## config.mk

```make
export PLATFORM = sky130hd
export DESIGN_NAME = distinct_window_marker_detector
export DESIGN_NICKNAME = d
export VERILOG_FILES = /design/src/rtl/core/dwmd_pkg.sv /design/src/rtl/core/dwmd_lastpos.sv /design/src/rtl/core/distinct_window_marker_detector.sv
export SDC_FILE = /design/constraint.sdc
export NUM_CORES = 2
export LEC_CHECK = 0
export ABC_CLOCK_PERIOD_IN_PS = 7200
export BUFFER_PORTS_ARGS = -buffer_cell sky130_fd_sc_hd__buf_2
export CAP_MARGIN = 20
export CORE_MARGIN = 2
export CORE_UTILIZATION = 40
export DETAILED_ROUTE_END_ITERATION = 6
export SLEW_MARGIN = 20
export SYNTH_ARGS = -nofsm -noshare
export SYNTH_HDL_FRONTEND = slang
export SYNTH_HIERARCHICAL = 1
export SYNTH_SLANG_ARGS = --single-unit
```

## constraint.sdc

```tcl
create_clock -name clk -period 7.2 [get_ports clk]
set_clock_uncertainty 0.05 [all_clocks]
set_input_delay 0.72 -clock clk [delete_from_list [all_inputs] [get_ports clk]]
set_output_delay 0.72 -clock clk [all_outputs]
set_load 0.05 [all_outputs]
```

## src/rtl/core/dwmd_pkg.sv

```systemverilog
`default_nettype none

package dwmd_pkg;

  // Window and counter sizing
  localparam int MAX_WINDOW = 14;
  localparam int COUNT_BITS = 20;
  localparam int TAPS       = MAX_WINDOW - 1;
  localparam int RUN_BITS   = $clog2(MAX_WINDOW + 1);
  localparam int WP_BITS    = $clog2(MAX_WINDOW);

  // Fixed field widths
  localparam int SYM_BITS  = 8;
  localparam int NUM_SYMS  = 1 << SYM_BITS;
  localparam int WIN_BITS  = 4;
  localparam int POS_BITS  = 20;
  localparam int STAT_BITS = 2;

  localparam logic [WIN_BITS-1:0] WIN_RESET = WIN_BITS'(4);
  localparam logic [POS_BITS-1:0] POS_MAX   = '1;

  // Result status codes
  localparam logic [STAT_BITS-1:0] ST_SEARCH = 2'd0;
  localparam logic [STAT_BITS-1:0] ST_HIT    = 2'd1;
  localparam logic [STAT_BITS-1:0] ST_DONE   = 2'd2;
  localparam logic [STAT_BITS-1:0] ST_NONE   = 2'd3;

  typedef logic [SYM_BITS-1:0] sym_t;
  typedef logic [WP_BITS-1:0]  wpos_t;

  typedef struct packed {
    logic [SYM_BITS-1:0] symbol;
    logic                end_of_stream;
  } in_item_t;

  typedef struct packed {
    logic [STAT_BITS-1:0] status;
    logic [POS_BITS-1:0]  position;
  } out_item_t;

  // Write into the last-position memory
  typedef struct packed {
    logic  en;
    sym_t  addr;
    wpos_t pos;
  } lp_wr_t;

  // Registered answer of the last-position memory
  typedef struct packed {
    logic  seen;
    wpos_t pos;
  } lp_rsp_t;

endpackage

`default_nettype wire

```

## src/rtl/core/dwmd_lastpos.sv

```systemverilog
`default_nettype none

// Last-position memory: for each symbol value, the wrapped stream position of
// its most recent occurrence. One read and one write port, registered read,
// bypass when the read hits the entry written at the same edge.
module dwmd_lastpos
  import dwmd_pkg::*;
(
  input  wire logic    clk,
  input  wire logic    rst_n,
  input  wire logic    rd_en,
  input  wire sym_t    rd_addr,
  input  wire lp_wr_t  wr,
  output lp_rsp_t      rsp
);

  wpos_t               lastpos_mem [NUM_SYMS];
  logic [NUM_SYMS-1:0] seen_r;
  wpos_t               rd_pos_r;
  logic                rd_seen_r;
  logic                fwd;

  assign fwd = wr.en && (wr.addr == rd_addr);

  always_ff @(posedge clk) begin
    if (wr.en) begin
      lastpos_mem[wr.addr] <= wr.pos;
    end
  end

  always_ff @(posedge clk) begin
    if (rd_en) begin
      rd_pos_r <= fwd ? wr.pos : lastpos_mem[rd_addr];
    end
  end

  // Mark entries once written so that an untouched entry never feeds the match
  always_ff @(posedge clk) begin
    if (!rst_n) begin
      seen_r    <= '0;
      rd_seen_r <= 1'b0;
    end else begin
      if (wr.en) begin
        seen_r[wr.addr] <= 1'b1;
      end
      if (rd_en) begin
        rd_seen_r <= fwd || seen_r[rd_addr];
      end
    end
  end

  assign rsp.seen = rd_seen_r;
  assign rsp.pos  = rd_pos_r;

endmodule

`default_nettype wire

```

## src/rtl/core/distinct_window_marker_detector.sv

```systemverilog
`default_nettype none

// Distinct-window marker detector. Each item carries one byte of a stream and
// yields exactly one result item: a status (searching, marker completed here,
// marker found earlier, stream ended without marker) and the saturating
// 1-based position of that byte in its stream. A marker is the first place
// where the last window_size bytes are all different; window_size is taken
// from the cfg port (0 acts as 1, values above 14 act as 14) and may only be
// changed between items. An item with end_of_stream set closes the stream and
// restarts the search for the next one. Throughput is one item per clock
// cycle while out_ready does not stall the output; an item passes the stage 1
// and output registers in turn. The last-position memory is read once when an
// item is accepted and written once when it is processed, with a bypass for
// back-to-back repeats of the same byte. No clearing pass is needed after
// reset: the memory's entries carry written flags that reset clears at once.
module distinct_window_marker_detector
  import dwmd_pkg::*;
(
  input  wire logic                clk,
  input  wire logic                rst_n,
  // input items
  input  wire logic                in_valid,
  output logic                     in_ready,
  input  wire in_item_t            in_data,
  // result items
  output logic                     out_valid,
  input  wire logic                out_ready,
  output out_item_t                out_data,
  // configuration
  input  wire logic                cfg_we,
  input  wire logic [WIN_BITS-1:0] cfg_wdata
);

  // Configuration
  logic [WIN_BITS-1:0]   window_size_r;

  // Processing stage
  logic                  s1_valid_r, s1_valid_nxt;
  in_item_t              s1_item_r;
  logic                  s1_adv;
  logic                  in_acc;

  // Stream state
  sym_t                  taps_r [TAPS];
  logic [COUNT_BITS-1:0] count_r, count_nxt, count_inc;
  logic [RUN_BITS-1:0]   run_r, run_nxt, run_inc, run_new, w_eff;
  logic                  found_r, found_nxt;
  wpos_t                 wp_r;

  // Output register
  logic                  out_valid_r, out_valid_nxt;
  out_item_t             out_item_r;

  // Memory interface
  lp_wr_t                lp_wr;
  lp_rsp_t               lp_rsp;

  // Match logic
  wpos_t                 lag;
  logic                  tap_match;
  logic                  repeat_hit;
  logic [STAT_BITS-1:0]  status;
  logic [POS_BITS-1:0]   position;
  out_item_t             res;

  // Handshakes: stage 1 moves on whenever the output register is free or
  // being emptied; a new item enters while stage 1 is empty or moving on.
  assign s1_adv   = s1_valid_r && (!out_valid_r || out_ready);
  assign in_ready = !s1_valid_r || s1_adv;
  assign in_acc   = in_valid && in_ready;

  // Last-position memory: read at acceptance, write when stage 1 advances.
  assign lp_wr.en   = s1_adv;
  assign lp_wr.addr = s1_item_r.symbol;
  assign lp_wr.pos  = wp_r;

  dwmd_lastpos u_lastpos (
    .clk     (clk),
    .rst_n   (rst_n),
    .rd_en   (in_acc),
    .rd_addr (in_data.symbol),
    .wr      (lp_wr),
    .rsp     (lp_rsp)
  );

  always_ff @(posedge clk) begin
    if (!rst_n) begin
      window_size_r <= WIN_RESET;
    end else if (cfg_we) begin
      window_size_r <= cfg_wdata;
    end
  end

  // Clamp the window to 1..MAX_WINDOW
  always_comb begin
    if (window_size_r == '0) begin
      w_eff = RUN_BITS'(1);
    end else if (32'(window_size_r) > MAX_WINDOW) begin
      w_eff = RUN_BITS'(MAX_WINDOW);
    end else begin
      w_eff = RUN_BITS'(window_size_r);
    end
  end

  // Distance back to the previous occurrence of this byte. The memory keeps
  // the latest occurrence ever; confirm it against the shift line so that a
  // stale entry from an older stream or a wrapped position never counts.
  assign lag = wp_r - lp_rsp.pos;

  always_comb begin
    tap_match = 1'b0;
    for (int i = 0; i < TAPS; i++) begin
      if ((lag == WP_BITS'(i + 1)) && (taps_r[i] == s1_item_r.symbol)) begin
        tap_match = 1'b1;
      end
    end
  end

  assign repeat_hit = lp_rsp.seen && tap_match && (32'(lag) <= 32'(count_r));

  // Length of the all-distinct run ending at this byte, held at MAX_WINDOW
  assign run_inc = (32'(run_r) >= MAX_WINDOW) ? run_r : RUN_BITS'(run_r + 1'b1);

  always_comb begin
    if (repeat_hit && (RUN_BITS'(lag) < run_inc)) begin
      run_new = RUN_BITS'(lag);
    end else begin
      run_new = run_inc;
    end
  end

  assign count_inc = (count_r == '1) ? count_r : count_r + 1'b1;

  always_comb begin
    if (found_r) begin
      status = ST_DONE;
    end else if (run_new >= w_eff) begin
      status = ST_HIT;
    end else begin
      status = ST_SEARCH;
    end
    if (s1_item_r.end_of_stream && (status == ST_SEARCH)) begin
      status = ST_NONE;
    end
  end

  assign position = (32'(count_inc) > 32'(POS_MAX)) ? POS_MAX : POS_BITS'(count_inc);

  assign res.status   = status;
  assign res.position = position;

  // Stream state: advance on each processed item, drop it all at stream end
  always_comb begin
    count_nxt = count_r;
    run_nxt   = run_r;
    found_nxt = found_r;
    if (s1_adv) begin
      if (s1_item_r.end_of_stream) begin
        count_nxt = '0;
        run_nxt   = '0;
        found_nxt = 1'b0;
      end else begin
        count_nxt = count_inc;
        run_nxt   = run_new;
        found_nxt = found_r || (status == ST_HIT);
      end
    end
  end

  always_ff @(posedge clk) begin
    if (!rst_n) begin
      count_r <= '0;
      run_r   <= '0;
      found_r <= 1'b0;
      wp_r    <= '0;
    end else begin
      count_r <= count_nxt;
      run_r   <= run_nxt;
      found_r <= found_nxt;
      if (s1_adv) begin
        wp_r <= wp_r + 1'b1;
      end
    end
  end

  // Shift line of previous bytes; entries beyond the stream count are ignored
  always_ff @(posedge clk) begin
    if (s1_adv) begin
      taps_r[0] <= s1_item_r.symbol;
      for (int i = 1; i < TAPS; i++) begin
        taps_r[i] <= taps_r[i-1];
      end
    end
  end

  // Stage 1 holds the item for its memory read and until the output takes it
  always_comb begin
    s1_valid_nxt = s1_valid_r;
    if (in_acc) begin
      s1_valid_nxt = 1'b1;
    end else if (s1_adv) begin
      s1_valid_nxt = 1'b0;
    end
  end

  always_comb begin
    out_valid_nxt = out_valid_r;
    if (s1_adv) begin
      out_valid_nxt = 1'b1;
    end else if (out_ready) begin
      out_valid_nxt = 1'b0;
    end
  end

  always_ff @(posedge clk) begin
    if (!rst_n) begin
      s1_valid_r  <= 1'b0;
      out_valid_r <= 1'b0;
    end else begin
      s1_valid_r  <= s1_valid_nxt;
      out_valid_r <= out_valid_nxt;
    end
  end

  always_ff @(posedge clk) begin
    if (in_acc) begin
      s1_item_r <= in_data;
    end
    if (s1_adv) begin
      out_item_r <= res;
    end
  end

  assign out_valid = out_valid_r;
  assign out_data  = out_item_r;

  // The run of distinct bytes never outgrows the bytes seen in this stream
  a_run_within_count: assert property (@(posedge clk) disable iff (!rst_n)
    32'(run_r) <= 32'(count_r))
    else $error("distinct run longer than stream count");

  // A found marker implies at least one byte in the stream
  a_found_has_count: assert property (@(posedge clk) disable iff (!rst_n)
    found_r |-> (count_r != '0))
    else $error("marker flagged on empty stream");

  // Stream end clears the search state
  a_eos_clears: assert property (@(posedge clk) disable iff (!rst_n)
    (s1_adv && s1_item_r.end_of_stream) |=> ((count_r == '0) && (run_r == '0) && !found_r))
    else $error("stream state not cleared after end of stream");

  // A marker completed mid-stream is remembered for the following items
  a_hit_sets_found: assert property (@(posedge clk) disable iff (!rst_n)
    (s1_adv && !s1_item_r.end_of_stream && (status == ST_HIT)) |=> found_r)
    else $error("marker hit not recorded");

endmodule

`default_nettype wire

```

* Word level (Yosys, flattened, before mapping)
Memory sizes are Yosys's and may differ from the RTL's. A register that Yosys moved wholly into a read port is not among the register bits.
Cells that the tools add are included.
** Storage, ports and cells
- Memories :: 2
- Register bits after elaboration :: 323
- Memory bits (writable) :: 1128
- Bits of input ports :: 18
- Output and inout port bits :: 24
** Cells by class
- $add $sub $neg :: 4
- Reductions and logical operators :: 31
- Magnitude comparators :: 8
- Multiplexer cells :: 34
- Equal/unequal tests :: 29
- Bitwise operators :: 1
** Memories
- u_lastpos.lastpos_mem :: words 256, bits a word 4, read ports 1, clocked after Yosys merged registers in 1, write ports 1, RTL line dwmd_lastpos.sv:17 : wpos_t lastpos_mem [NUM_SYMS];
- taps_r :: words 13, bits a word 8, read ports 13, clocked after Yosys merged registers in 0, write ports 13, RTL line distinct_window_marker_detector.sv:44 : sym_t taps_r [TAPS];
** Operators by type and width (number)
- $or A256 B256 Y256 :: 1
- $eq A8 B8 Y1 :: 14
- $mux W20 :: 2
- $eq A4 B4 Y1 const B :: 6
- $mux W1 :: 23
- $logic_and A1 B1 Y1 :: 21
- $add A20 B1 Y20 const B :: 1
- $eq A20 B20 Y1 const B :: 1
- $le A4 B20 Y1 :: 1
- $mux W4 :: 5
- $lt A8 B9 Y1 const B :: 2
- $eq A4 B3 Y1 const B :: 4
- $add A4 B1 Y4 const B :: 2
- $bmux W1 S8 :: 1
- $demux W1 S8 :: 1
- $eq A4 B2 Y1 const B :: 2
- $ge A8 B1 Y1 const B :: 1
- $eq A4 B1 Y1 const B :: 1
- $ge A4 B4 Y1 :: 1
- $ge A4 B4 Y1 const B :: 1
- $gt A4 B4 Y1 const B :: 1
- $logic_not A4 Y1 :: 1
- $logic_or A1 B1 Y1 :: 4
- $lt A4 B4 Y1 :: 1
- other kinds (6) :: 9

* Logic depth before layout (Yosys ltp)
- Depth after elaboration :: 29
- Gate-level depth with buffers :: 22
- Mapped depth without buffers :: 22

* By module
The synthesis kept the hierarchy.
** Modules (own cells, without submodules)
- dwmd_lastpos :: instances 1, sequential area each 36014.5 um^2, cells an instance 2834, area an instance 50607.3 um^2
- distinct_window_marker_detector :: instances 1, sequential area each 4754.6 um^2, cells an instance 602, area an instance 7761.2 um^2

* Worst setup path before layout
OpenSTA, ideal clock, no wires.
- Path type :: flip-flop to flip-flop
- From :: register wp_r[1]
- To :: register found_r
- Path slack :: -0.648 ns
- Stages on the path, launching flop included :: 21
- Arrival time :: 7.679 ns
- Library setup time :: 0.119 ns
- Data required time :: 7.031 ns
- Path buffers :: 0
- Path through :: dfxtp_1 -> ha_1 -> a21o_1 -> a21o_1 -> xor2_1 -> inv_1 -> ha_1 -> o21ai_1 -> a21oi_1 -> o2111ai_1 -> o2111ai_1 -> a311o_1 -> o22ai_4 -> mux2_2 -> ha_1 -> nand2b_1 -> a21o_1 -> a21o_1 -> a21oi_1 -> nor2_1 -> o221a_2
** On the way
- Cells in the longest elaborated chain, start to end :: 29
- Elaborated cells between the ends (all ways) :: 55
** RTL lines
- start, declared :: RTL line distinct_window_marker_detector.sv:48 : wpos_t wp_r;
- start signal, assigned :: RTL line distinct_window_marker_detector.sv:181 : wp_r <= wp_r + 1'b1;
- $sub A4 B4 Y4 (*) :: RTL line distinct_window_marker_detector.sv:108 : assign lag = wp_r - lp_rsp.pos;
- $eq A4 B1 Y1 :: RTL line distinct_window_marker_detector.sv:113 : if ((lag == WP_BITS'(i + 1)) && (taps_r[i] == s1_item_r.symbol)) begin
- $logic_and A1 B1 Y1 :: RTL line distinct_window_marker_detector.sv:113
- $mux W1 (13 in series) :: RTL line distinct_window_marker_detector.sv:113
- $logic_and A1 B1 Y1 (2 in series) :: RTL line distinct_window_marker_detector.sv:119 : assign repeat_hit = lp_rsp.seen && tap_match && (32'(lag) <= 32'(count_r));
- $logic_and A1 B1 Y1 :: RTL line distinct_window_marker_detector.sv:125 : if (repeat_hit && (RUN_BITS'(lag) < run_inc)) begin
- $mux W4 (*) :: RTL line distinct_window_marker_detector.sv:125
- $ge A4 B4 Y1 (*) :: RTL line distinct_window_marker_detector.sv:137 : end else if (run_new >= w_eff) begin
- $mux W1 (*) :: RTL line distinct_window_marker_detector.sv:137
- $mux W2 (*) :: RTL line distinct_window_marker_detector.sv:135 : if (found_r) begin
- $logic_not A2 Y1 :: RTL line distinct_window_marker_detector.sv:142 : if (s1_item_r.end_of_stream && (status == ST_SEARCH)) begin
- $logic_and A1 B1 Y1 :: RTL line distinct_window_marker_detector.sv:142
- $mux W2 (*) :: RTL line distinct_window_marker_detector.sv:142
- $eq A2 B1 Y1 (*) :: RTL line distinct_window_marker_detector.sv:165 : found_nxt = found_r || (status == ST_HIT);
- $logic_or A1 B1 Y1 (*) :: RTL line distinct_window_marker_detector.sv:165
- $mux W1 (*) :: RTL line distinct_window_marker_detector.sv:158 : if (s1_item_r.end_of_stream) begin
- end signal, assigned :: RTL line distinct_window_marker_detector.sv:179 : found_r <= found_nxt;
- end, declared :: RTL line distinct_window_marker_detector.sv:47 : logic found_r, found_nxt;
Mark *: on every way between the ends. The rest lies on a longest branch, timed or not.
A chain may end at the register's enable or synchronous reset.

* Worst setup path after layout
Ends and elaborated chain as after synthesis.

==> flow_summary_export.csv <==
group,metric,value,unit
grt,grt_start_max_net_pins,105,
worst_setup_path,rr_endpoint,"found_r",
sta,max_freq,0.200,GHz
hold_path,hold_path_class,"primary input to flip-flop",
hold_path,holdCritStartpoint,"in_data[0]",
power,power_frac_comb,4.4,%
worst_setup_path,regToRegStartpoint,"wp_r[1]",
cts,htree_levels,4,
grt,gr-usage-all-layers,19.1,%
logic_synthesis,yosys.cell_types.count,88,
routing,wirelength,142000,um
placement,place_area,0.0599,sq mm
placement,pre_cts_slack,2240,ps
worst_setup_path,path_class,"flip-flop to flip-flop",
power,intPower,13700,uW
cts,insertion_delay,760,ps
worst_setup_path,end_kind,"flip-flop",
sta,rsz0062_at_grt,"no",
die,rows,140,
power,power,17400,uW
placement,place_congestion,0.827,
grt,grt-ovfl-total,0,
logic_synthesis,async_flop_share,0,%
power,clkPwrFrac,43.2,%
power,cellLeakagePower,0.0207,uW
logic_synthesis,synth_fp_nets,3473,
sta,worst_pin_slew,1120,ps
routing,routedWlPerCell,25.8,um
die,die_h,386,um
routing,drc,0,
cts,postCtsSetupRepairBufs,0,
power,peakVddDrop,0.223,mV
grt,grt_first_pass_wirelength,210000,um
cts,cts_sinks,1455,
finish,nFillCells,12492,
grt,antenna_found_initial,5,
power,swShare,21.5,%
finish,final_common_cell,"edfxtp_1",
power,share_seq_of_total_power,52.4,%
power,power_density,269,mW/mm^2
routing,avgViaCountPerCell,5.69,
finish,drive_gt1_share,15.8,%
sta,setup_viol,0,
routing,dr.pass1.iters,6,
sta,timing.final.ws_setup,2190,ps
logic_synthesis,synth_seq_cells,1455,
grt,busiest_layer,"met2",
routing,vias,31329,
power,switching_power,3740,uW
sta,min_period,5010,ps
logic_synthesis,synthFlopType,"edfxtp_1",
finish,postLayoutCellArea,0.0647,sq mm
die,start_util,40.2,%
routing,drtAntennaViolNets,0,
die,core_area,0.145,sq mm
worst_setup_path,required,7790,ps
placement,dp_hpwl,87600,um
sta,tns,0,ps
finish,area_delta_synth_final,10.9,%
cts,cts_buffers,150,
finish,final_cell_mix,"edfxtp_1 (1,163), nor2_1 (333), dfxtp_1 (288)",
die,io_pins,42,
job,maxCapViolations,0,
worst_setup_path,arrival,5610,ps
sta,slew_viol_final,0,
cts,cts_tree,"done",
cts,holdBufCountCts,0,
worst_setup_path,worstPathMaxFanout,37,
grt,grt_pass1_vias,31007,
worst_setup_path,startpoint_type,"flip-flop",
logic_synthesis,yosysSeqAreaShare,69.8,%
finish,diodes,0,
logic_synthesis,yosys_warnings,6,
routing,drtIter0Drc,3213,
logic_synthesis,synth_edf_count,1163,
logic_synthesis,synth_cells,3436,
finish,layout.nets,3499,
hold_path,holdPathStages,1,
cts,clk_path_buf_depth,3,
sta,finalHoldViolCount,0,
logic_synthesis,synth_area,0.0584,sq mm
die,die_area,0.149,sq mm
logic_synthesis,syn_area_per_cell,17.0,sq um
worst_setup_path,reg2regPathDepth,20,
outcome,status,"completed",
die,die_x,386,um
hold_path,holdPathEnd,"s1_item_r[0]",
cts,path_clk_slew,60,ps
sta,slew_headroom,24.7,%
worst_setup_path,ff2ff_setup_slack,2190,ps
cts,root_buffer,"clkbuf_16",
grt,globalRouteMet3Util,3.51,%
grt,met2_usage,30.4,%
grt,met1_usage,27.0,%
sta,finalCritPeriodShare,69.6,%
placement,numPortBuffers,41,
cts,cts.repair.resized,0,
## sequential cells by signal, indices dropped and copies added (netlist names), 4 cells and up
register / flops
count_r: 20
lp_wr: 8
out_data: 22
run_r: 4
taps_r: 104
u_lastpos/lastpos_mem: 1024
u_lastpos/rd_pos_r: 4
u_lastpos/seen_r: 256
window_size_r: 4
wp_r: 4
## critical path, cell delays in order, from the launching register on
cell and delay, ps:
dfxtp_4 590, ha_1 300, a21o_1 150, a21o_1 180
xor2_1 280, inv_1 160, ha_1 320, o21ai_1 90
a21oi_1 60, o2111ai_1 180, o2111ai_1 170, a311o_1 390
o22ai_4 240, mux2_2 400, ha_1 290, nand2b_1 140
a21o_1 180, a21o_1 170, a21oi_1 240, nor2_1 60
o221a_2 250
## cell families (layout without fill, tap and decap cells)
logic type | after synthesis | in the layout | synth area share [%]
muxes | 415 | 415 | 13.1
adders and majority gates | 19 | 19 | 0.420
DFF | 1455 | 1455 | 69.8
buffers and inverters | 254 | 409 | 2.96
xor gates and xnor gates | 133 | 133 | 2.00
AOI/OAI and AO/OA | 551 | 551 | 6.93
and+or+nand+nor | 609 | 609 | 4.73
## cell type report
cell class | count | area, sq um | area share (%)
Clock buffer | 221 | 4270 | 6.59
Clock inverter | 60 | 487 | 0.752
Inverter | 25 | 98.8 | 0.153
Multi-Input combinational cell | 1727 | 15900 | 24.6
Sequential cell | 1455 | 40800 | 63.0
Tap cell | 1917 | 2400 | 3.71
Timing Repair Buffer | 103 | 787 | 1.22
## cells in the mapped netlist, types with 8 or more instances
| master | instances | area [sq um] |
|---|---|---|
| edfxtp_1 | 1163 | 34900 |
| nand4_1 | 27 | 169 |
| nor4_1 | 38 | 238 |
| a211oi_1 | 13 | 97.6 |
| buf_12 | 14 | 280 |
| nand2_1 | 85 | 319 |
| o21a_1 | 260 | 1950 |
| xor2_1 | 89 | 780 |
| xnor2_1 | 44 | 385 |
| and3_1 | 8 | 50.1 |
| o22ai_1 | 29 | 181 |
| a21oi_1 | 45 | 225 |
| mux4_2 | 221 | 4980 |
| o21ai_1 | 15 | 75.1 |
| nor2_1 | 333 | 1250 |
| mux4_1 | 45 | 1180 |
| a32o_1 | 14 | 140 |
| o221ai_1 | 35 | 307 |
| a22oi_1 | 34 | 255 |
| o21ai_0 | 33 | 165 |
| buf_4 | 26 | 195 |
| mux2i_1 | 145 | 1450 |
| a221oi_1 | 17 | 149 |
| buf_6 | 25 | 282 |
| buf_8 | 14 | 210 |
| nor2b_1 | 17 | 106 |
| dfxtp_1 | 292 | 5850 |
| buf_2 | 32 | 160 |
| a31oi_1 | 9 | 56.3 |
| inv_1 | 20 | 75.1 |
| clkbuf_1 | 103 | 387 |
| nand3_1 | 40 | 200 |
| ha_1 | 18 | 225 |
| nor3_1 | 18 | 90.1 |
## power groups by stage
stage / combinational (uW) / sequential, uW / clock (uW)
floorplan: 513 / 9340 / 0
global route: 820 / 9120 / 8010
finish: 770 / 9120 / 7510
CTS: 773 / 9120 / 7670
detailed placement: 772 / 9300 / 0
global placement: 770 / 9300 / 0
## metrics by stage
step           instances  utilization (%)  hold slack [ps]
6_report            5508             44.6             95.1
2_1_floorplan       3436                -              382
4_1_cts             5506             44.6             39.0
3_5_place_dp        5225             41.3              396
3_3_place_gp        5225             41.3              388
5_1_grt             5508             44.6             64.2
## worst max path at each step
stage          startpoint       to  depth (start not counted)
2_1_floorplan     wp_r[3]  found_r                         18
3_3_place_gp      wp_r[1]  found_r                         20
5_1_grt           wp_r[1]  found_r                         20
4_1_cts           wp_r[1]  found_r                         20
3_5_place_dp      wp_r[1]  found_r                         20
6_report          wp_r[1]  found_r                         20
## layer usage
layer / share of wire (%) / up-vias / wire length (um)
li1: - / 13647 / -
met1: 43 / 16298 / 61300
met2: 47 / 1177 / 66900
met3: 7.3 / 201 / 10400
met4: 2.4 / 6 / 3370
met5: 0.026 / - / 37
(Power assumes the default switching activity.)
